--- config.mk ---
export PLATFORM = sky130hd
export DESIGN_NAME = alarm_table_timer_top
export DESIGN_NICKNAME = d
export VERILOG_FILES = /design/src/rtl/atim_pkg.sv /design/src/rtl/atim_cell.sv /design/src/rtl/atim_slot_unit.sv /design/src/rtl/alarm_table_timer_top.sv
export SDC_FILE = /design/constraint.sdc
export NUM_CORES = 1
export LEC_CHECK = 0
export ABC_AREA = 1
export ABC_CLOCK_PERIOD_IN_PS = 27300
export BUFFER_PORTS_ARGS = -buffer_cell sky130_fd_sc_hd__buf_2
export CORE_MARGIN = 4
export CORE_UTILIZATION = 55
export CTS_CLUSTER_DIAMETER = 150
export DETAILED_ROUTE_END_ITERATION = 7
export PLACE_DENSITY = 0.81
export SLEW_MARGIN = 20
export SYNTH_ARGS = -nofsm -noshare
export SYNTH_HDL_FRONTEND = slang
export SYNTH_SLANG_ARGS = --single-unit
--- constraint.sdc ---
create_clock -name clock -period 27.3 [get_ports clock]
set_clock_uncertainty 0.15 [all_clocks]
set_input_delay 4.095 -clock clock [delete_from_list [all_inputs] [get_ports clock]]
set_output_delay 4.095 -clock clock [all_outputs]
set_load 0.01 [all_outputs]
--- src/rtl/atim_pkg.sv ---
`timescale 1ns / 1ps
// atim_pkg: types and constants shared by the alarm table timer
// used by atim_cell, atim_slot_unit and alarm_table_timer_top
package atim_pkg;

   localparam int EVENT_W = 8;
   localparam int AUX_W   = 32;
   localparam int DELAY_W = 31;
   localparam int TICK_W  = 32;
   localparam int WORD_W  = 32;
   localparam int OP_W    = 2;

   localparam logic [OP_W-1:0] OP_TICK    = 2'd0;
   localparam logic [OP_W-1:0] OP_ARM     = 2'd1;
   localparam logic [OP_W-1:0] OP_RESTART = 2'd2;

   // one alarm slot as it travels round the ring
   typedef struct packed {
      logic               active;
      logic               periodic;
      logic [DELAY_W-1:0] delay;
      logic [TICK_W-1:0]  expiry;
      logic [EVENT_W-1:0] event_id;
      logic [AUX_W-1:0]   aux;
   } slot_type;

   // status from the head unit for the slot under service
   typedef struct packed {
      logic hit;    // slot expired on this tick
      logic claim;  // slot taken by arm, cancel or restart
   } step_flags_type;

   typedef enum logic [1:0] {
      ST_IDLE,
      ST_SCAN,
      ST_FINISH
   } state_type;

endpackage

--- src/rtl/atim_cell.sv ---
`timescale 1ns / 1ps
// atim_cell: one alarm slot of the rotating ring
// depends on atim_pkg for slot_type
module atim_cell (
   input  logic               clock,
   input  logic               reset,
   input  logic               shift_en,
   input  atim_pkg::slot_type slot_in,
   output atim_pkg::slot_type slot_out
);
   import atim_pkg::*;

   logic     active_ff;
   slot_type data_ff;

   always_ff @(posedge clock) begin
      if (reset) begin
         active_ff <= 1'b0;
      end else if (shift_en) begin
         active_ff <= slot_in.active;
      end
   end

   always_ff @(posedge clock) begin
      if (shift_en) begin
         data_ff <= slot_in;
      end
   end

   always_comb begin
      slot_out        = data_ff;
      slot_out.active = active_ff;
   end

endmodule

--- src/rtl/atim_slot_unit.sv ---
`timescale 1ns / 1ps
// atim_slot_unit: serves the slot at the head of the ring for the current operation
// depends on atim_pkg for slot and flag types and opcodes
module atim_slot_unit (
   input  logic [atim_pkg::OP_W-1:0]    op,
   input  logic [atim_pkg::EVENT_W-1:0] event_id,
   input  logic [atim_pkg::WORD_W-1:0]  delay_word,
   input  logic [atim_pkg::AUX_W-1:0]   aux_data,
   input  logic [atim_pkg::TICK_W-1:0]  tick_count,
   input  logic                         done,
   input  atim_pkg::slot_type           slot_in,
   output atim_pkg::slot_type           slot_out,
   output atim_pkg::step_flags_type     flags
);
   import atim_pkg::*;

   logic [DELAY_W-1:0] delay_sel;
   logic [TICK_W-1:0]  reload;
   logic               match;
   logic               expired;

   // one adder shared by arm, restart and periodic reload
   assign delay_sel = (op == OP_ARM) ? delay_word[DELAY_W-1:0] : slot_in.delay;
   assign reload    = tick_count + {1'b0, delay_sel};
   assign match     = slot_in.active && (slot_in.event_id == event_id)
                      && (slot_in.aux == aux_data);
   assign expired   = slot_in.active && (slot_in.expiry <= tick_count);

   always_comb begin
      slot_out    = slot_in;
      flags.hit   = 1'b0;
      flags.claim = 1'b0;
      case (op)
         OP_TICK: begin
            if (expired) begin
               flags.hit = 1'b1;
               if (slot_in.periodic) begin
                  slot_out.expiry = reload;
               end else begin
                  slot_out.active = 1'b0;
               end
            end
         end
         OP_ARM: begin
            if (delay_word == '0) begin
               if (!done && match) begin
                  slot_out.active = 1'b0;
                  flags.claim     = 1'b1;
               end
            end else if (!done && !slot_in.active) begin
               slot_out.active   = 1'b1;
               slot_out.periodic = delay_word[WORD_W-1];
               slot_out.delay    = delay_word[DELAY_W-1:0];
               slot_out.expiry   = reload;
               slot_out.event_id = event_id;
               slot_out.aux      = aux_data;
               flags.claim       = 1'b1;
            end
         end
         OP_RESTART: begin
            if (!done && match) begin
               slot_out.expiry = reload;
               flags.claim     = 1'b1;
            end
         end
         default: begin
            slot_out = slot_in;
         end
      endcase
   end

endmodule

--- src/rtl/alarm_table_timer_top.sv ---
`timescale 1ns / 1ps
// alarm_table_timer_top: alarm slot ring, head unit, sequencer and result register
// depends on atim_pkg, atim_cell and atim_slot_unit
//
// Usage:
//   req_* carries operations: tick, arm or cancel, restart. One transfer is taken
//   when req_tready is high; the block then turns the slot ring once, one slot
//   per cycle through the head unit unless a stalled result channel holds it.
//   An item passes the idle state that takes the transfer, the ring scan and a
//   finishing state.
//   rsp_* returns results: expired alarms of a tick in slot order, or the
//   overflow event when arming finds the table full; rsp_tlast marks the final
//   result of an item. An item that causes no result gives no transfer.
//   A result does not appear when its slot is served, since
//   each expired alarm waits in a pending register until its successor (or the
//   end of the scan) decides its tlast.
//   When rsp_tready is low the ring stops at an expired slot that finds the
//   pending register full, and the pending result is held; nothing is dropped.
//   csr_wr_en writes the overflow event id; write it only while idle.
//   Synchronous reset clears all slots to inactive, the tick counter to zero and
//   the overflow id to zero. No clearing pass is needed.
module alarm_table_timer_top #(
   parameter int NUM_SLOTS = 8
) (
   input  logic        clock,
   input  logic        reset,
   input  logic        req_tvalid,
   output logic        req_tready,
   input  logic [79:0] req_tdata,   // opcode[1:0], event_id[9:2], delay_word[41:10],
                                    // aux_data[73:42], zero[79:74]
   output logic        rsp_tvalid,
   input  logic        rsp_tready,
   output logic [39:0] rsp_tdata,   // out_event_id[7:0], out_aux_data[39:8]
   output logic        rsp_tlast,
   input  logic        csr_wr_en,
   input  logic [7:0]  csr_wr_data  // overflow_event_id
);
   import atim_pkg::*;

   localparam int CNT_W = $clog2(NUM_SLOTS + 1);

   logic [OP_W-1:0]    req_opcode;
   logic [EVENT_W-1:0] req_event_id;
   logic [WORD_W-1:0]  req_delay_word;
   logic [AUX_W-1:0]   req_aux_data;

   assign req_opcode     = req_tdata[1:0];
   assign req_event_id   = req_tdata[9:2];
   assign req_delay_word = req_tdata[41:10];
   assign req_aux_data   = req_tdata[73:42];

   state_type          state_ff, state_in;
   logic [CNT_W-1:0]   remain_ff, remain_in;
   logic               done_ff, done_in;
   logic [OP_W-1:0]    op_ff;
   logic [EVENT_W-1:0] event_ff;
   logic [WORD_W-1:0]  word_ff;
   logic [AUX_W-1:0]   aux_ff;
   logic [TICK_W-1:0]  tick_count_ff;
   logic [EVENT_W-1:0] ovf_id_ff;

   logic               pend_valid_ff, pend_valid_in;
   logic [EVENT_W-1:0] pend_event_ff;
   logic [AUX_W-1:0]   pend_aux_ff;
   logic               pend_capture;

   logic               rsp_valid_ff, rsp_valid_in;
   logic [EVENT_W-1:0] rsp_event_ff;
   logic [AUX_W-1:0]   rsp_aux_ff;
   logic               rsp_last_ff;

   logic               out_load;
   logic [EVENT_W-1:0] out_event;
   logic [AUX_W-1:0]   out_aux;
   logic               out_last;
   logic               out_busy;
   logic               shift_en;
   logic               req_accept;
   logic               overflow;

   slot_type           ring [NUM_SLOTS];
   slot_type           head_out;
   step_flags_type     flags;

   // slot ring: cell i takes from cell i+1, the last cell from the head unit
   for (genvar i = 0; i < NUM_SLOTS; i++) begin : g_cell
      slot_type cell_in;
      if (i == NUM_SLOTS - 1) begin : g_tail
         assign cell_in = head_out;
      end else begin : g_mid
         assign cell_in = ring[i+1];
      end
      atim_cell u_cell (
         .clock    (clock),
         .reset    (reset),
         .shift_en (shift_en),
         .slot_in  (cell_in),
         .slot_out (ring[i])
      );
   end

   atim_slot_unit u_head (
      .op         (op_ff),
      .event_id   (event_ff),
      .delay_word (word_ff),
      .aux_data   (aux_ff),
      .tick_count (tick_count_ff),
      .done       (done_ff),
      .slot_in    (ring[0]),
      .slot_out   (head_out),
      .flags      (flags)
   );

   assign req_tready = (state_ff == ST_IDLE);
   assign req_accept = req_tvalid && req_tready;
   assign out_busy   = rsp_valid_ff && !rsp_tready;
   assign overflow   = (op_ff == OP_ARM) && (word_ff != '0) && !done_ff;

   always_ff @(posedge clock) begin
      if (reset) begin
         state_ff      <= ST_IDLE;
         remain_ff     <= '0;
         done_ff       <= 1'b0;
         tick_count_ff <= '0;
         ovf_id_ff     <= '0;
         pend_valid_ff <= 1'b0;
         rsp_valid_ff  <= 1'b0;
      end else begin
         state_ff      <= state_in;
         remain_ff     <= remain_in;
         done_ff       <= done_in;
         pend_valid_ff <= pend_valid_in;
         rsp_valid_ff  <= rsp_valid_in;
         if (csr_wr_en) begin
            ovf_id_ff <= csr_wr_data;
         end
         if (req_accept && (req_opcode == OP_TICK)) begin
            tick_count_ff <= tick_count_ff + 1'b1;
         end
      end
   end

   always_ff @(posedge clock) begin
      if (req_accept) begin
         op_ff    <= req_opcode;
         event_ff <= req_event_id;
         word_ff  <= req_delay_word;
         aux_ff   <= req_aux_data;
      end
      if (pend_capture) begin
         pend_event_ff <= ring[0].event_id;
         pend_aux_ff   <= ring[0].aux;
      end
      if (out_load) begin
         rsp_event_ff <= out_event;
         rsp_aux_ff   <= out_aux;
         rsp_last_ff  <= out_last;
      end
   end

   always_comb begin
      state_in      = state_ff;
      remain_in     = remain_ff;
      done_in       = done_ff;
      shift_en      = 1'b0;
      pend_valid_in = pend_valid_ff;
      pend_capture  = 1'b0;
      out_load      = 1'b0;
      out_event     = pend_event_ff;
      out_aux       = pend_aux_ff;
      out_last      = 1'b0;
      case (state_ff)
         ST_IDLE: begin
            if (req_tvalid) begin
               state_in  = ST_SCAN;
               remain_in = CNT_W'(NUM_SLOTS);
               done_in   = 1'b0;
            end
         end
         ST_SCAN: begin
            // hold the ring while an earlier result cannot leave
            if (!(flags.hit && pend_valid_ff && out_busy)) begin
               shift_en  = 1'b1;
               remain_in = remain_ff - 1'b1;
               if (flags.claim) begin
                  done_in = 1'b1;
               end
               if (flags.hit) begin
                  out_load      = pend_valid_ff;
                  pend_capture  = 1'b1;
                  pend_valid_in = 1'b1;
               end
               if (remain_ff == CNT_W'(1)) begin
                  state_in = ST_FINISH;
               end
            end
         end
         ST_FINISH: begin
            if (pend_valid_ff || overflow) begin
               if (!out_busy) begin
                  out_load      = 1'b1;
                  out_last      = 1'b1;
                  pend_valid_in = 1'b0;
                  state_in      = ST_IDLE;
                  if (!pend_valid_ff) begin
                     out_event = ovf_id_ff;
                     out_aux   = '0;
                  end
               end
            end else begin
               state_in = ST_IDLE;
            end
         end
         default: begin
            state_in = ST_IDLE;
         end
      endcase
   end

   always_comb begin
      if (out_load) begin
         rsp_valid_in = 1'b1;
      end else if (rsp_tready) begin
         rsp_valid_in = 1'b0;
      end else begin
         rsp_valid_in = rsp_valid_ff;
      end
   end

   assign rsp_tvalid = rsp_valid_ff;
   assign rsp_tdata  = {rsp_aux_ff, rsp_event_ff};
   assign rsp_tlast  = rsp_last_ff;

   a_no_overwrite : assert property (@(posedge clock) disable iff (reset)
      out_load |-> !out_busy)
      else $error("result register loaded while a transfer is pending");

   a_tick_step : assert property (@(posedge clock) disable iff (reset)
      req_accept && (req_opcode == OP_TICK)
      |=> tick_count_ff == $past(tick_count_ff) + 1'b1)
      else $error("tick counter did not advance on a tick");

   a_scan_count : assert property (@(posedge clock) disable iff (reset)
      (state_ff == ST_SCAN) |-> (remain_ff != '0))
      else $error("scan running with no slots left");

   a_idle_drained : assert property (@(posedge clock) disable iff (reset)
      (state_ff == ST_IDLE) |-> !pend_valid_ff)
      else $error("pending result left behind after an item");

endmodule
==> flow_metrics.env <==
export IMPL_status="complete, no violations"
export IMPL_chipHeight_um=270.1
export IMPL_num_rows=95
export IMPL_grt_pass1_wl_um=110500
export IMPL_ios=136
export IMPL_min_delay_start="g_cell[2].u_cell.slot_out[71]$_DFFE_PP_"
export IMPL_synthCells=2382
export IMPL_hold_path_endpoint="g_cell[1].u_cell.slot_out[71]$_DFFE_PP_"
export IMPL_grt_use_total_pct=19.47
export IMPL_cts_resized=0
export IMPL_drc_errors=0
export IMPL_clock_latency_ns=0.66
export IMPL_cp_slowest_cell="buf_4"
export IMPL_peakVddDrop_uv=80.34
export IMPL_timing_rr_end="g_cell[0].u_cell.slot_out[101]$_DFFE_PP_"
export IMPL_antenna_found_initial=2
export IMPL_hold_buffers=0
export IMPL_gr_total_overflow=0
export IMPL_drtPass1Iterations=6
export IMPL_finalNetCount=2753
export IMPL_crit_chain="buf_2 -> nor2_1 -> nand4_2 -> nand2_1 -> inv_8 -> buf_12 -> buf_16 -> buf_4"
export IMPL_avgRoutedWirePerCell_um=20.52
export IMPL_synth_async_reset_ratio_pct=0
export IMPL_clockBufferDepth=3
export IMPL_synth_nets=2550
export IMPL_dp_hpwl_um=44960
export IMPL_cp_required_ns=27.41
export IMPL_avgSynthCellArea_um2=15.86
export IMPL_worstHoldPathCells=0
export IMPL_final_common_cell="edfxtp_1"
export IMPL_tns_ns=0
export IMPL_fillers=4325
export IMPL_synth_edf_count=987
export IMPL_relSlewSlack_pct=25.72
export IMPL_synthesis_area_um2=37770
export IMPL_rsz0062_at_grt="false"
export IMPL_core_um2=67630
export IMPL_reg2regPathDepth=15
export IMPL_grt_max_degree=240
export IMPL_fin_util_pct=63.19
export IMPL_h_tree_depth=3
export IMPL_viasPerCell=5.552
export IMPL_vias=19670
export IMPL_critPathMaxFanout=150
export IMPL_ff2ff_setup_slack_ns=21.62
export IMPL_hold_class="reg2reg"
export IMPL_grt_pass1_vias=19340
export IMPL_cp_end_kind="flop"
export IMPL_drive_above_1_share_pct=13.49
export IMPL_synth_seq_cells=1044
export IMPL_cts_tree="yes"
export IMPL_finalCritPeriodShare_pct=27.69
export IMPL_gp_congestion=0.8930
export IMPL_worst_setup_path_start_kind="input pin"
export IMPL_io_buffers=129
export IMPL_numClockSinks=1044
export IMPL_dr_first_iter_drc_count=2353
export IMPL_max_freq_mhz=132.3
export IMPL_cap_violations=0
export IMPL_leakage_nw=15.38
export IMPL_min_period_ns=7.560
export IMPL_routed_wl_um=72700
export IMPL_ys_seq_area_share_pct=81.48
export IMPL_post_cts_buffers=0
export IMPL_maxSlewViolCount=0
export IMPL_hold_viol=0
export IMPL_arrival_ns=7.67
export IMPL_syn_to_final_growth_pct=13.13
export IMPL_yosysUniqueCellTypes=51
export IMPL_tightest_slew_ns=1.113
export IMPL_initial_core_util_pct=55.85
export IMPL_r2r_start="tick_count_ff[23]$_SDFFE_PP0P_"
export IMPL_p_per_area_nw_per_um2=114.3
export IMPL_seqCellArea_um2=30780
export IMPL_die_w_um=270.1
export IMPL_crit_buf_inv=5
export IMPL_cts_root_buffer="clkbuf_16"
export IMPL_critPathKind="in2reg"
export IMPL_clk_pin_slew_ns=0.06
export IMPL_multi_input_area_um2=6050
export IMPL_cts_buffers_inserted=98
export IMPL_layout_common_cells="987 x edfxtp_1, 393 x nand2_1, 192 x inv_1"
export IMPL_critPathTopFamily="buffers and inverters"
export IMPL_setup_violations=0
export IMPL_yosysWarnings=0
export IMPL_synth_ff_type="edfxtp_1"
export IMPL_critPathMaxStageDelay_ns=0.81
export IMPL_die_area_um2=72940
export IMPL_drtAntennaViolNets=0
[power by group]
group | internal, W | switching, W | total (W)
logic | 0.000174 | 0.000568 | 0.000742
registers | 0.00258 | 0.000208 | 0.00279
clock network | 0.000760 | 0.000590 | 0.00135
[cell type report]
| type | instances | area share, % |
|---|---|---|
| diodes | 2 | 0.01171 |
| clock buffers | 116 | 5.946 |
| clock inverters | 67 | 1.569 |
| inverters | 202 | 1.798 |
| multi-input cells | 1097 | 14.16 |
| flip-flops and latches | 1044 | 72.02 |
| well taps | 873 | 2.556 |
| repair buffers | 142 | 1.938 |
[per-layer routing]
layer | share of wire [%] | global-route usage, % | wire [um]
met5 | 0 | 0 | 0
met4 | 3.1 | 6.569 | 2252
met3 | 6.5 | 3.020 | 4729
met2 | 47 | 30.31 | 33920
met1 | 44 | 28.63 | 31800
[sequential cells by signal (all words and copies together) (netlist names)]
signal and count:
state_ff 2, g_cell.u_cell.active_ff 8, word_ff 32, rsp_tlast 1, op_ff 2, tick_count_ff 32, rsp_tvalid 1, g_cell.u_cell.slot_out 832
done_ff 1, pend_aux_ff 32, rsp_event_ff 8, remain_ff 4, pend_event_ff 8, pend_valid_ff 1, event_ff 8, rsp_aux_ff 32
aux_ff 32, ovf_id_ff 8
[per-stage QoR]
| stage | worst slack (ns) | power, W | hold WS, ns | cell area [um2] | std cells |
|---|---|---|---|---|---|
| after floorplan | 0.9513 | 0.003719 | 0.2503 | 37770 | 2382 |
| after global placement | 19.39 | 0.003453 | 0.2502 | 39440 | 3355 |
| after detailed placement | 19.23 | 0.003531 | 0.2545 | 39440 | 3355 |
| after CTS | 19.91 | 0.004899 | 0.2388 | 42650 | 3538 |
| after global routing | 19.49 | 0.005113 | 0.2465 | 42730 | 3542 |
| final | 19.74 | 0.004883 | 0.2317 | 42730 | 3543 |
[worst register-to-register path, delay by kind of cell (launching register included)]
kind | cells | cell delay, ns
flops | 1 | 0.42
fa+ha+maj | 1 | 0.34
buf+inv | 5 | 3.00
simple gates | 9 | 1.32
[cells in the mapped netlist (2+ instances only)]
cell        n  area [um2]
nor3_2      3       30.03
clkbuf_1   22       82.58
nand2_2     6       37.54
o21a_1      5       37.54
a21oi_1    85       425.4
nor3_1     20       100.1
inv_2       5       18.77
dfxtp_1    57        1141
nor4_1      9       56.30
ha_1       74       925.9
o21ai_0   139       695.7
nand4_1    26       162.7
nor2_4      4       45.04
nand2_1   393        1475
clkinv_1    3       11.26
inv_1     193       724.4
mux2_2     27       304.0
buf_4       6       45.04
nor2_1    141       529.3
o21ai_1    22       110.1
a21o_1      2       15.01
xor2_1     27       236.5
edfxtp_1  987       29640
a21oi_2     2       17.52
nand3_2     4       40.04
a31oi_1     3       18.77
nand2_4     2       22.52
nand3_1    47       235.2
buf_2       9       45.04
o211ai_1    3       22.52
or2_2       2       12.51
xnor2_1    28       245.2
nor2_2      4       25.02
o21bai_1    4       30.03
buf_6       2       22.52
[logic make-up (layout without fill, tap and decap cells)]
group,after synthesis,count (layout),synth area share [%]
DFF,1044,1044,81.48
AOI/OAI and AO/OA,271,271,3.799
adders and majority gates,75,75,2.504
xor gates and xnor gates,55,55,1.275
and+or+nand+nor,669,669,7.605
muxes,27,27,0.8049
other,0,2,0
buffers and inverters,241,527,2.527
[worst max-delay path by stage]
stage / slack, ns / endpoint / depth (start not counted) / from
global placement: 19.39 / g_cell[0].u_cell.slot_out[95]$_DFFE_PP_ / 7 / rsp_tready
floorplan: 0.95 / g_cell[0].u_cell.slot_out[0]$_DFFE_PP_ / 4 / rsp_tready
detailed placement: 19.23 / g_cell[0].u_cell.slot_out[98]$_DFFE_PP_ / 7 / rsp_tready
CTS: 19.91 / g_cell[0].u_cell.slot_out[100]$_DFFE_PP_ / 7 / rsp_tready
finish: 19.74 / g_cell[0].u_cell.slot_out[101]$_DFFE_PP_ / 8 / rsp_tready
global route: 19.49 / g_cell[0].u_cell.slot_out[99]$_DFFE_PP_ / 8 / rsp_tready
No activity file was read; power rests on OpenSTA's default activity.
